--- config.mk ---
export PLATFORM = sky130hd
export DESIGN_NAME = url_percent_decoder
export DESIGN_NICKNAME = d
export VERILOG_FILES = /design/src/upd_pkg.sv /design/src/upd_front.sv /design/src/upd_queue.sv /design/src/upd_back.sv /design/src/url_percent_decoder.sv
export SDC_FILE = /design/constraint.sdc
export NUM_CORES = 1
export LEC_CHECK = 0
export BUFFER_PORTS_ARGS = -buffer_cell sky130_fd_sc_hd__buf_2
export CAP_MARGIN = 25
export CORE_ASPECT_RATIO = 0.7
export CORE_MARGIN = 5
export CORE_UTILIZATION = 35
export CTS_BUF_LIST = sky130_fd_sc_hd__clkbuf_16
export DETAILED_ROUTE_END_ITERATION = 8
export PLACE_DENSITY = 0.55
export RECOVER_POWER = 25
export SYNTH_ARGS = -nofsm -noshare
export SYNTH_HDL_FRONTEND = slang
export SYNTH_SLANG_ARGS = --single-unit
--- constraint.sdc ---
create_clock -name clock -period 7.4 [get_ports clock]
set_clock_uncertainty 0.15 [all_clocks]
set_input_delay 0.74 -clock clock [delete_from_list [all_inputs] [get_ports clock]]
set_output_delay 0.74 -clock clock [all_outputs]
set_load 0.01 [all_outputs]
--- src/upd_pkg.sv ---
// ----------------------------------------------------------------------------
// upd_pkg
// Types, character constants and hex helpers for the percent decoder.
// ----------------------------------------------------------------------------
package upd_pkg;

   localparam int CHAR_BITS   = 16;
   localparam int MAX_RESULTS = 3;
   localparam int QUEUE_DEPTH = 4;
   localparam int CSR_IDX_BITS = 2;

   localparam logic [CHAR_BITS-1:0] CH_PERCENT   = 16'h0025;
   localparam logic [CHAR_BITS-1:0] CH_PLUS      = 16'h002B;
   localparam logic [CHAR_BITS-1:0] CH_SLASH     = 16'h002F;
   localparam logic [CHAR_BITS-1:0] CH_BACKSLASH = 16'h005C;
   localparam logic [CHAR_BITS-1:0] CH_SPACE     = 16'h0020;

   localparam logic [CSR_IDX_BITS-1:0] CSR_PLUS_AS_SPACE = 2'd0;
   localparam logic [CSR_IDX_BITS-1:0] CSR_FLIP_SLASHES  = 2'd1;

   typedef enum logic [1:0] {
      MODE_IDLE = 2'd0,
      MODE_PCT  = 2'd1,
      MODE_HEX  = 2'd2
   } mode_type;

   typedef struct packed {
      logic [CHAR_BITS-1:0] in_char;
      logic                 in_last;
   } req_type;

   typedef struct packed {
      logic [CHAR_BITS-1:0] out_char;
      logic                 run_last;
      logic                 stream_last;
   } rsp_type;

   typedef struct packed {
      logic plus_as_space;
      logic flip_slashes;
   } cfg_type;

   typedef struct packed {
      logic [MAX_RESULTS-1:0][CHAR_BITS-1:0] chars;
      logic [1:0]                            count;
      logic                                  last;
   } pkt_type;

   function automatic logic is_hex(input logic [CHAR_BITS-1:0] c);
      return (c inside {[16'h0030:16'h0039], [16'h0041:16'h0046], [16'h0061:16'h0066]});
   endfunction

   function automatic logic [3:0] hex_nibble(input logic [CHAR_BITS-1:0] c);
      logic [3:0] v;
      v = 4'd0;
      if (c inside {[16'h0030:16'h0039]}) begin
         v = c[3:0];
      end else if (c inside {[16'h0041:16'h0046], [16'h0061:16'h0066]}) begin
         v = c[3:0] + 4'd9;
      end
      return v;
   endfunction

endpackage

--- src/upd_front.sv ---
// ----------------------------------------------------------------------------
// upd_front
// Escape tracker: classifies each accepted character and forms a packet of
// up to three decoded characters.
// ----------------------------------------------------------------------------
module upd_front import upd_pkg::*; #(
   parameter int CHAR_WIDTH = 16
) (
   input  logic    clock,
   input  logic    reset,
   input  cfg_type cfg,
   input  logic    accept,
   input  req_type req,
   output logic    pkt_valid,
   output pkt_type pkt
);

   localparam int KeepBits = (CHAR_WIDTH < CHAR_BITS) ? CHAR_WIDTH : CHAR_BITS;
   localparam logic [CHAR_BITS-1:0] CharMask =
      CHAR_BITS'((64'd1 << KeepBits) - 64'd1);

   mode_type             mode_ff, mode_in;
   logic [CHAR_BITS-1:0] held_ff, held_in;

   always_ff @(posedge clock) begin
      if (reset) begin
         mode_ff <= MODE_IDLE;
         held_ff <= '0;
      end else if (accept) begin
         mode_ff <= mode_in;
         held_ff <= held_in;
      end
   end

   always_comb begin
      logic [CHAR_BITS-1:0] c;
      logic [1:0]           n;
      logic                 do_idle;

      c = req.in_char & CharMask;
      if (cfg.flip_slashes && c == CH_SLASH) begin
         c = CH_BACKSLASH;
      end

      n         = 2'd0;
      pkt.chars = '0;
      mode_in   = MODE_IDLE;
      held_in   = held_ff;
      do_idle   = 1'b0;

      case (mode_ff)
         MODE_PCT: begin
            if (c == CH_PERCENT) begin
               pkt.chars[n] = CH_PERCENT;
               n = n + 2'd1;
            end else if (is_hex(c)) begin
               held_in = c;
               mode_in = MODE_HEX;
            end else begin
               pkt.chars[n] = CH_PERCENT;
               n = n + 2'd1;
               do_idle = 1'b1;
            end
         end
         MODE_HEX: begin
            if (is_hex(c)) begin
               pkt.chars[n] = {8'd0, hex_nibble(held_ff), hex_nibble(c)};
               n = n + 2'd1;
            end else begin
               pkt.chars[n] = CH_PERCENT;
               n = n + 2'd1;
               pkt.chars[n] = held_ff;
               n = n + 2'd1;
               do_idle = 1'b1;
            end
         end
         default: begin
            do_idle = 1'b1;
         end
      endcase

      if (do_idle) begin
         if (c == CH_PERCENT) begin
            mode_in = MODE_PCT;
         end else if (c == CH_PLUS && cfg.plus_as_space) begin
            pkt.chars[n] = CH_SPACE;
            n = n + 2'd1;
         end else begin
            pkt.chars[n] = c;
            n = n + 2'd1;
         end
      end

      if (req.in_last) begin
         if (mode_in == MODE_PCT) begin
            pkt.chars[n] = CH_PERCENT;
            n = n + 2'd1;
         end else if (mode_in == MODE_HEX) begin
            pkt.chars[n] = CH_PERCENT;
            n = n + 2'd1;
            pkt.chars[n] = held_in;
            n = n + 2'd1;
         end
         mode_in = MODE_IDLE;
      end

      pkt.count = n;
      pkt.last  = req.in_last;
      pkt_valid = accept && (n != 2'd0);
   end

endmodule

--- src/upd_queue.sv ---
// ----------------------------------------------------------------------------
// upd_queue
// Short packet queue between the escape tracker and the serializer.
// ----------------------------------------------------------------------------
module upd_queue import upd_pkg::*; (
   input  logic    clock,
   input  logic    reset,
   input  logic    push,
   input  pkt_type push_pkt,
   output logic    full,
   input  logic    pop,
   output logic    head_valid,
   output pkt_type head_pkt
);

   localparam int PtrBits = $clog2(QUEUE_DEPTH);
   localparam int CntBits = $clog2(QUEUE_DEPTH + 1);

   pkt_type              slot_ff [QUEUE_DEPTH];
   logic [PtrBits-1:0]   wr_ff, wr_in;
   logic [PtrBits-1:0]   rd_ff, rd_in;
   logic [CntBits-1:0]   cnt_ff, cnt_in;

   always_ff @(posedge clock) begin
      if (push) begin
         slot_ff[wr_ff] <= push_pkt;
      end
   end

   always_ff @(posedge clock) begin
      if (reset) begin
         wr_ff  <= '0;
         rd_ff  <= '0;
         cnt_ff <= '0;
      end else begin
         wr_ff  <= wr_in;
         rd_ff  <= rd_in;
         cnt_ff <= cnt_in;
      end
   end

   always_comb begin
      wr_in  = push ? PtrBits'((32'(wr_ff) + 32'd1) % QUEUE_DEPTH) : wr_ff;
      rd_in  = pop  ? PtrBits'((32'(rd_ff) + 32'd1) % QUEUE_DEPTH) : rd_ff;
      cnt_in = cnt_ff;
      if (push && !pop) begin
         cnt_in = cnt_ff + CntBits'(1);
      end else if (pop && !push) begin
         cnt_in = cnt_ff - CntBits'(1);
      end
   end

   assign full       = (cnt_ff == CntBits'(QUEUE_DEPTH));
   assign head_valid = (cnt_ff != '0);
   assign head_pkt   = slot_ff[rd_ff];

endmodule

--- src/upd_back.sv ---
// ----------------------------------------------------------------------------
// upd_back
// Serializer: sends the characters of each packet one at a time through a
// registered result stage.
// ----------------------------------------------------------------------------
module upd_back import upd_pkg::*; (
   input  logic    clock,
   input  logic    reset,
   input  logic    head_valid,
   input  pkt_type head_pkt,
   output logic    head_pop,
   output logic    empty,
   input  logic    pop,
   output rsp_type rsp
);

   logic       out_valid_ff, out_valid_in;
   rsp_type    rsp_ff, rsp_in;
   logic [1:0] idx_ff, idx_in;
   logic       load;
   logic       at_end;

   always_ff @(posedge clock) begin
      if (reset) begin
         out_valid_ff <= 1'b0;
         idx_ff       <= 2'd0;
      end else begin
         out_valid_ff <= out_valid_in;
         idx_ff       <= idx_in;
      end
   end

   always_ff @(posedge clock) begin
      if (load) begin
         rsp_ff <= rsp_in;
      end
   end

   always_comb begin
      load     = head_valid && (!out_valid_ff || pop);
      at_end   = (idx_ff == head_pkt.count - 2'd1);
      head_pop = load && at_end;

      rsp_in.out_char    = head_pkt.chars[idx_ff];
      rsp_in.run_last    = at_end;
      rsp_in.stream_last = at_end && head_pkt.last;

      idx_in = idx_ff;
      if (load) begin
         idx_in = at_end ? 2'd0 : idx_ff + 2'd1;
      end

      out_valid_in = out_valid_ff;
      if (load) begin
         out_valid_in = 1'b1;
      end else if (pop) begin
         out_valid_in = 1'b0;
      end
   end

   assign empty = !out_valid_ff;
   assign rsp   = rsp_ff;

endmodule

--- src/url_percent_decoder.sv ---
// ----------------------------------------------------------------------------
// url_percent_decoder
// Streaming URL percent-escape decoder with slash flipping and plus to space.
// ----------------------------------------------------------------------------
// Characters enter through a queue-style port: one transfer when push is high
// and full is low. Decoded characters leave the same way: the oldest result
// sits on rsp_data while empty is low and moves on a transfer with pop high.
// Each input character gives zero to three results; run_last marks the last
// result of one input and stream_last the last result of a string.
// With nothing waiting, a result passes through the queue slot and then the
// registered result stage before it appears. The escape tracker takes one
// character every cycle while full is low; the serializer sends one result
// per cycle while the receiver pops, and inputs that yield two or three
// results are absorbed by a four-packet queue.
// When the receiver stalls, the queue fills and full rises; nothing is lost.
// The csr channel is always ready; the user is to write registers through it
// only while the block is idle; the block does not enforce it. Reset clears
// the escape state, empties the queue and sets both registers to one.
// ----------------------------------------------------------------------------
module url_percent_decoder import upd_pkg::*; #(
   parameter int CHAR_WIDTH = 16
) (
   input  logic                    clock,
   input  logic                    reset,
   input  logic                    push,
   output logic                    full,
   input  req_type                 req_data,
   output logic                    empty,
   input  logic                    pop,
   output rsp_type                 rsp_data,
   input  logic                    csr_valid,
   output logic                    csr_ready,
   input  logic [CSR_IDX_BITS-1:0] csr_index,
   input  logic                    csr_data
);

   cfg_type cfg_ff, cfg_in;
   logic    accept;
   logic    q_push;
   pkt_type q_push_pkt;
   logic    q_pop;
   logic    q_head_valid;
   pkt_type q_head_pkt;

   always_ff @(posedge clock) begin
      if (reset) begin
         cfg_ff <= '{plus_as_space: 1'b1, flip_slashes: 1'b1};
      end else begin
         cfg_ff <= cfg_in;
      end
   end

   always_comb begin
      cfg_in = cfg_ff;
      if (csr_valid && csr_ready) begin
         case (csr_index)
            CSR_PLUS_AS_SPACE: cfg_in.plus_as_space = csr_data;
            CSR_FLIP_SLASHES:  cfg_in.flip_slashes  = csr_data;
            default:           cfg_in = cfg_ff;
         endcase
      end
   end

   assign csr_ready = 1'b1;
   assign accept    = push && !full;

   upd_front #(
      .CHAR_WIDTH(CHAR_WIDTH)
   ) u_front (
      .clock    (clock),
      .reset    (reset),
      .cfg      (cfg_ff),
      .accept   (accept),
      .req      (req_data),
      .pkt_valid(q_push),
      .pkt      (q_push_pkt)
   );

   upd_queue u_queue (
      .clock     (clock),
      .reset     (reset),
      .push      (q_push),
      .push_pkt  (q_push_pkt),
      .full      (full),
      .pop       (q_pop),
      .head_valid(q_head_valid),
      .head_pkt  (q_head_pkt)
   );

   upd_back u_back (
      .clock     (clock),
      .reset     (reset),
      .head_valid(q_head_valid),
      .head_pkt  (q_head_pkt),
      .head_pop  (q_pop),
      .empty     (empty),
      .pop       (pop),
      .rsp       (rsp_data)
   );

   // The queue is never written while it is full.
   assert property (@(posedge clock) disable iff (reset) !(q_push && full))
      else $error("packet written into a full queue");

   // A packet always carries at least one character.
   assert property (@(posedge clock) disable iff (reset) q_push |-> (q_push_pkt.count != 2'd0))
      else $error("empty packet written into the queue");

   // The final character of a string always produces a packet.
   assert property (@(posedge clock) disable iff (reset) (accept && req_data.in_last) |-> q_push)
      else $error("end of string produced no result");

   // A packet is only taken from a non-empty queue.
   assert property (@(posedge clock) disable iff (reset) q_pop |-> q_head_valid)
      else $error("packet taken from an empty queue");

endmodule

==> results.md <==
- Synth Area in Compound Gates: 0.0903
- Synth Area in Adders: 0.0281
- Share of post-route cells with drive strength above 1: 0.185
- Post-synthesis cell area: 11400 sq um
- CTS-repair resized insts: 0
- Number of hold buffers added after CTS: 0
- Initial detailed-routing violation count: 713
- TritonCTS clock tree: done
- Main combinational cell family by area after synthesis: multiplexers
- Proportion of synthesized chip area in sequential cells: 0.641
- Top-area cell type share of the netlist area: 0.585
- Critical path startpoint category: input pin
- Final-report hold violation count: 0
- Die Y-Extent: 161 um
- Initial antenna violation count: 1
- Worst setup path startpoint: req_data[13]
- Maximum ir drop on the vdd rail: 0.138 mV
- Final WL: 28.5 mm
- Req. time, crit path: 7700 ps
- Fill cell instance count of the final layout: 2974
- Fraction of registers with async set or reset after synthesis: 0
- Last weighted congestion value of the routability-driven placer: 0.939
- Most common cell in the synthesized netlist: sky130_fd_sc_hd__edfxtp_1
- Post-synthesis area per instance: 14.9 sq um
- Area growth from synthesis to final layout: 14.1%
- Antenna cell count: 0
- Simple-gate area share of the yosys netlist: 0.0880
- Synth area leaders: sky130_fd_sc_hd__edfxtp_1 (59%), sky130_fd_sc_hd__mux4_2 (10%), sky130_fd_sc_hd__dfxtp_1 (5.6%)
- Number of enable-type register cells in the synthesized netlist: 222
- Die Outline Area: 36300 sq um
- Core region area: 32200 sq um
- Via count of the first global-routing pass: 6787
- Minimum clock period: 6640 ps
- Deepest clock path buffer count: 3
- Share of total power in combinational logic: 0.212
- Share of the core filled with cells in the final layout: 0.404
- Maximum number of pins on one net before global-route repair: 52
- Cell type with the highest aggregate area in the netlist: sky130_fd_sc_hd__edfxtp_1
- Cell Area, Placed: 12100 sq um
- Aggregate global-route resource usage: 0.156
- Source of the worst register-to-register timing path: cfg_ff[0]$_SDFFE_PP1P_
- Total number of H-tree levels: 1
- Sink count of the clock tree: 254
- Drt pass-1 iters: 5
- First-pass GRT wire length: 43.2 mm
- Dominant register cell in the synthesized netlist: sky130_fd_sc_hd__edfxtp_1
- Leakage power figure: 4.46 nW
- Reg power frac: 0.449
- Crit Reg-Reg Endpoint: u_queue.cnt_ff[2]$_SDFFE_PP0P_
- Highest-delay cell along the critical path: sky130_fd_sc_hd__nor3_2
- Top Ports: 46
- Cell mode on critical path: sky130_fd_sc_hd__ha_1
- Horizontal die dimension: 226 um
- Highest fanout seen on the critical path: 9
- Number of nets in the final layout: 867
- Register-to-Register Path Depth: 27
- Part of the cycle the worst path needs: 0.898
- Internal power: 0.00297 W
- Count of buffers added by post-CTS timing repair for setup: 0
- Synthesis warning total: 0
- Antenna-violating nets left: 0
- CP max stage delay: 400 ps
- Routed wire length per instance: 22.6 um
- End of the critical path: u_queue.cnt_ff[2]$_SDFFE_PP0P_
- Net switching fraction of the power: 0.278
- Number of rows in the core area: 55
- Result of the run: finished with violations
- Vias: 6830
- Fraction of synthesized cell area in xor and xnor cells: 0.00692
- Total grt overflow: 0
- Count of unresolved DRC violations after routing: 0
- Most frequent cells after synthesis: sky130_fd_sc_hd__edfxtp_1 (222), sky130_fd_sc_hd__mux4_2 (51), sky130_fd_sc_hd__nor2_1 (50)
- Net switching power: 0.00114 W
- Post-synthesis net count: 814
- Starting utilization of the core area: 0.354
- Number of endpoints failing setup at the final stage: 0
- Post-synthesis mux area share: 0.118
- Normalized max-slew margin: -1.30
- RSZ-0062 raised after global routing: no
- Number of instances in the synthesized netlist: 764
- Root buffer cell: sky130_fd_sc_hd__clkbuf_16
- Clk_lat worst skew: 550 ps
- Violations in the final reports: capacitance limit, slew limit
- Post-route cell area: 13000 sq um
- Detail Placement HPWL: 18.5 mm
- Number of buffers inserted during clock tree synthesis: 25
- Final count of pins violating max slew: 74
- Pwr dens: 316 nW/um^2
- Reg-to-reg slack, setup: 1310 ps
- Worst Path Class, Setup: input pin to register
- Least-Margin Pin Slew: 3440 ps
- Clock transition at the registers of the reported paths: 70 ps
- Crit path DAT: 6950 ps
- Crit end category: register
- Class of the most critical hold timing path: input pin to register
- Number of register bits inferred by synthesis: 254
- Power share of the clock group: 0.339
- Average via count per standard cell: 5.41
- Number of port buffers: 44
- Number of distinct library cells after synthesis: 85
- Max frequency: 151 MHz
- Count of maximum capacitance violations: 2
- Setup TNS: 0 ps
-- logic make-up (layout without fill, tap and decap cells) --
family | after synthesis | after routing
AO/OA/AOI/OAI | 141 | 141
buffers and inverters | 74 | 146
XOR/XNOR | 9 | 9
multiplexers | 70 | 70
flip-flops | 254 | 254
AND/OR/NAND/NOR | 190 | 190
other | 1 | 1
adder cells (fa/ha/maj) | 25 | 25
-- metal layers --
layer | global-route usage | wire length [um] | vias up
met3 | 0.0320 | 1960 | 50
li1 | - | - | 3082
met4 | 0.0335 | 678 | 2
met1 | 0.248 | 14000 | 3440
met5 | 0 | 13 | -
met2 | 0.221 | 11900 | 256
-- worst min path at each step --
stage	startpoint	end	slack, ps	cells past startpoint
finish	csr_data	cfg_ff[1]$_SDFFE_PP1P_	280	2
global route	csr_data	cfg_ff[1]$_SDFFE_PP1P_	280	2
CTS	csr_data	cfg_ff[1]$_SDFFE_PP1P_	260	2
detailed placement	u_back.out_valid_ff$_SDFFE_PP0P_	u_back.out_valid_ff$_SDFFE_PP0P_	320	2
global placement	u_back.out_valid_ff$_SDFFE_PP0P_	u_back.out_valid_ff$_SDFFE_PP0P_	310	2
floorplan	u_back.out_valid_ff$_SDFFE_PP0P_	u_back.out_valid_ff$_SDFFE_PP0P_	300	2
-- per-stage QoR --
stage	hold WS [ps]	power, W	worst slack (ps)	instances
6_report	276	0.00411	756	1263
5_1_grt	278	0.00432	224	1263
4_1_cts	262	0.00418	833	1263
3_5_place_dp	322	0.00278	275	1217
3_3_place_gp	311	0.00277	452	1217
2_1_floorplan	296	0.00248	213	764
-- cells in the final DEF (no fill, tap or decap), drive strengths merged, types with 4 or more instances in the layout --
cell type,n
mux2i,18
clkinv,8
mux4,51
clkinvlp,4
edfxtp,222
o21a,6
buf,34
nand3,19
ha,24
nor4,4
bufinv,5
nor3,9
inv,44
a211oi,6
or2,5
nand2b,6
a21oi,28
clkbuf,51
nor2b,5
nor2,51
nand2,40
and2,31
and3,4
nand4,6
a22oi,11
o22ai,21
xor2,6
o21ai,21
dfxtp,32
-- power groups by stage --
stage | Combinational [W] | Clock (W) | Sequential (W)
floorplan | 0.000604 | 0 | 0.00188
global placement | 0.000898 | 0 | 0.00188
detailed placement | 0.000900 | 0 | 0.00188
CTS | 0.000902 | 0.00143 | 0.00185
global route | 0.000954 | 0.00149 | 0.00187
finish | 0.000871 | 0.00139 | 0.00185
-- registers in the layout, indices dropped and copies added, names as in the netlist, named ones only --
signal               count
u_queue.cnt_ff           3
u_back.rsp              18
u_queue.slot_ff        204
cfg_ff                   2
u_back.idx_ff            2
u_queue.wr_ff            2
u_back.out_valid_ff      1
u_front.mode_ff          2
u_front.held_ff         16
u_queue.rd_ff            2
-- worst max-delay path: cells and delay by family --
| kind | cells | cell delay (ps) |
|---|---|---|
| AND/OR/NAND/NOR | 12 | 2770 |
| AO/OA/AOI/OAI | 7 | 1380 |
| XOR/XNOR | 1 | 170 |
| adder cells (fa/ha/maj) | 5 | 1410 |
| buffers and inverters | 4 | 470 |
-- layout make-up --
cell class	instances	area, sq um	area share
inverters	40	150	0.0115
multi-input cells	436	3770	0.290
flip-flops and latches	254	7310	0.562
clock buffers	25	626	0.0481
clock inverters	21	285	0.0219
well taps	427	534	0.0411
repair buffers	60	325	0.0250
No activity file was read; power rests on OpenSTA's default activity.
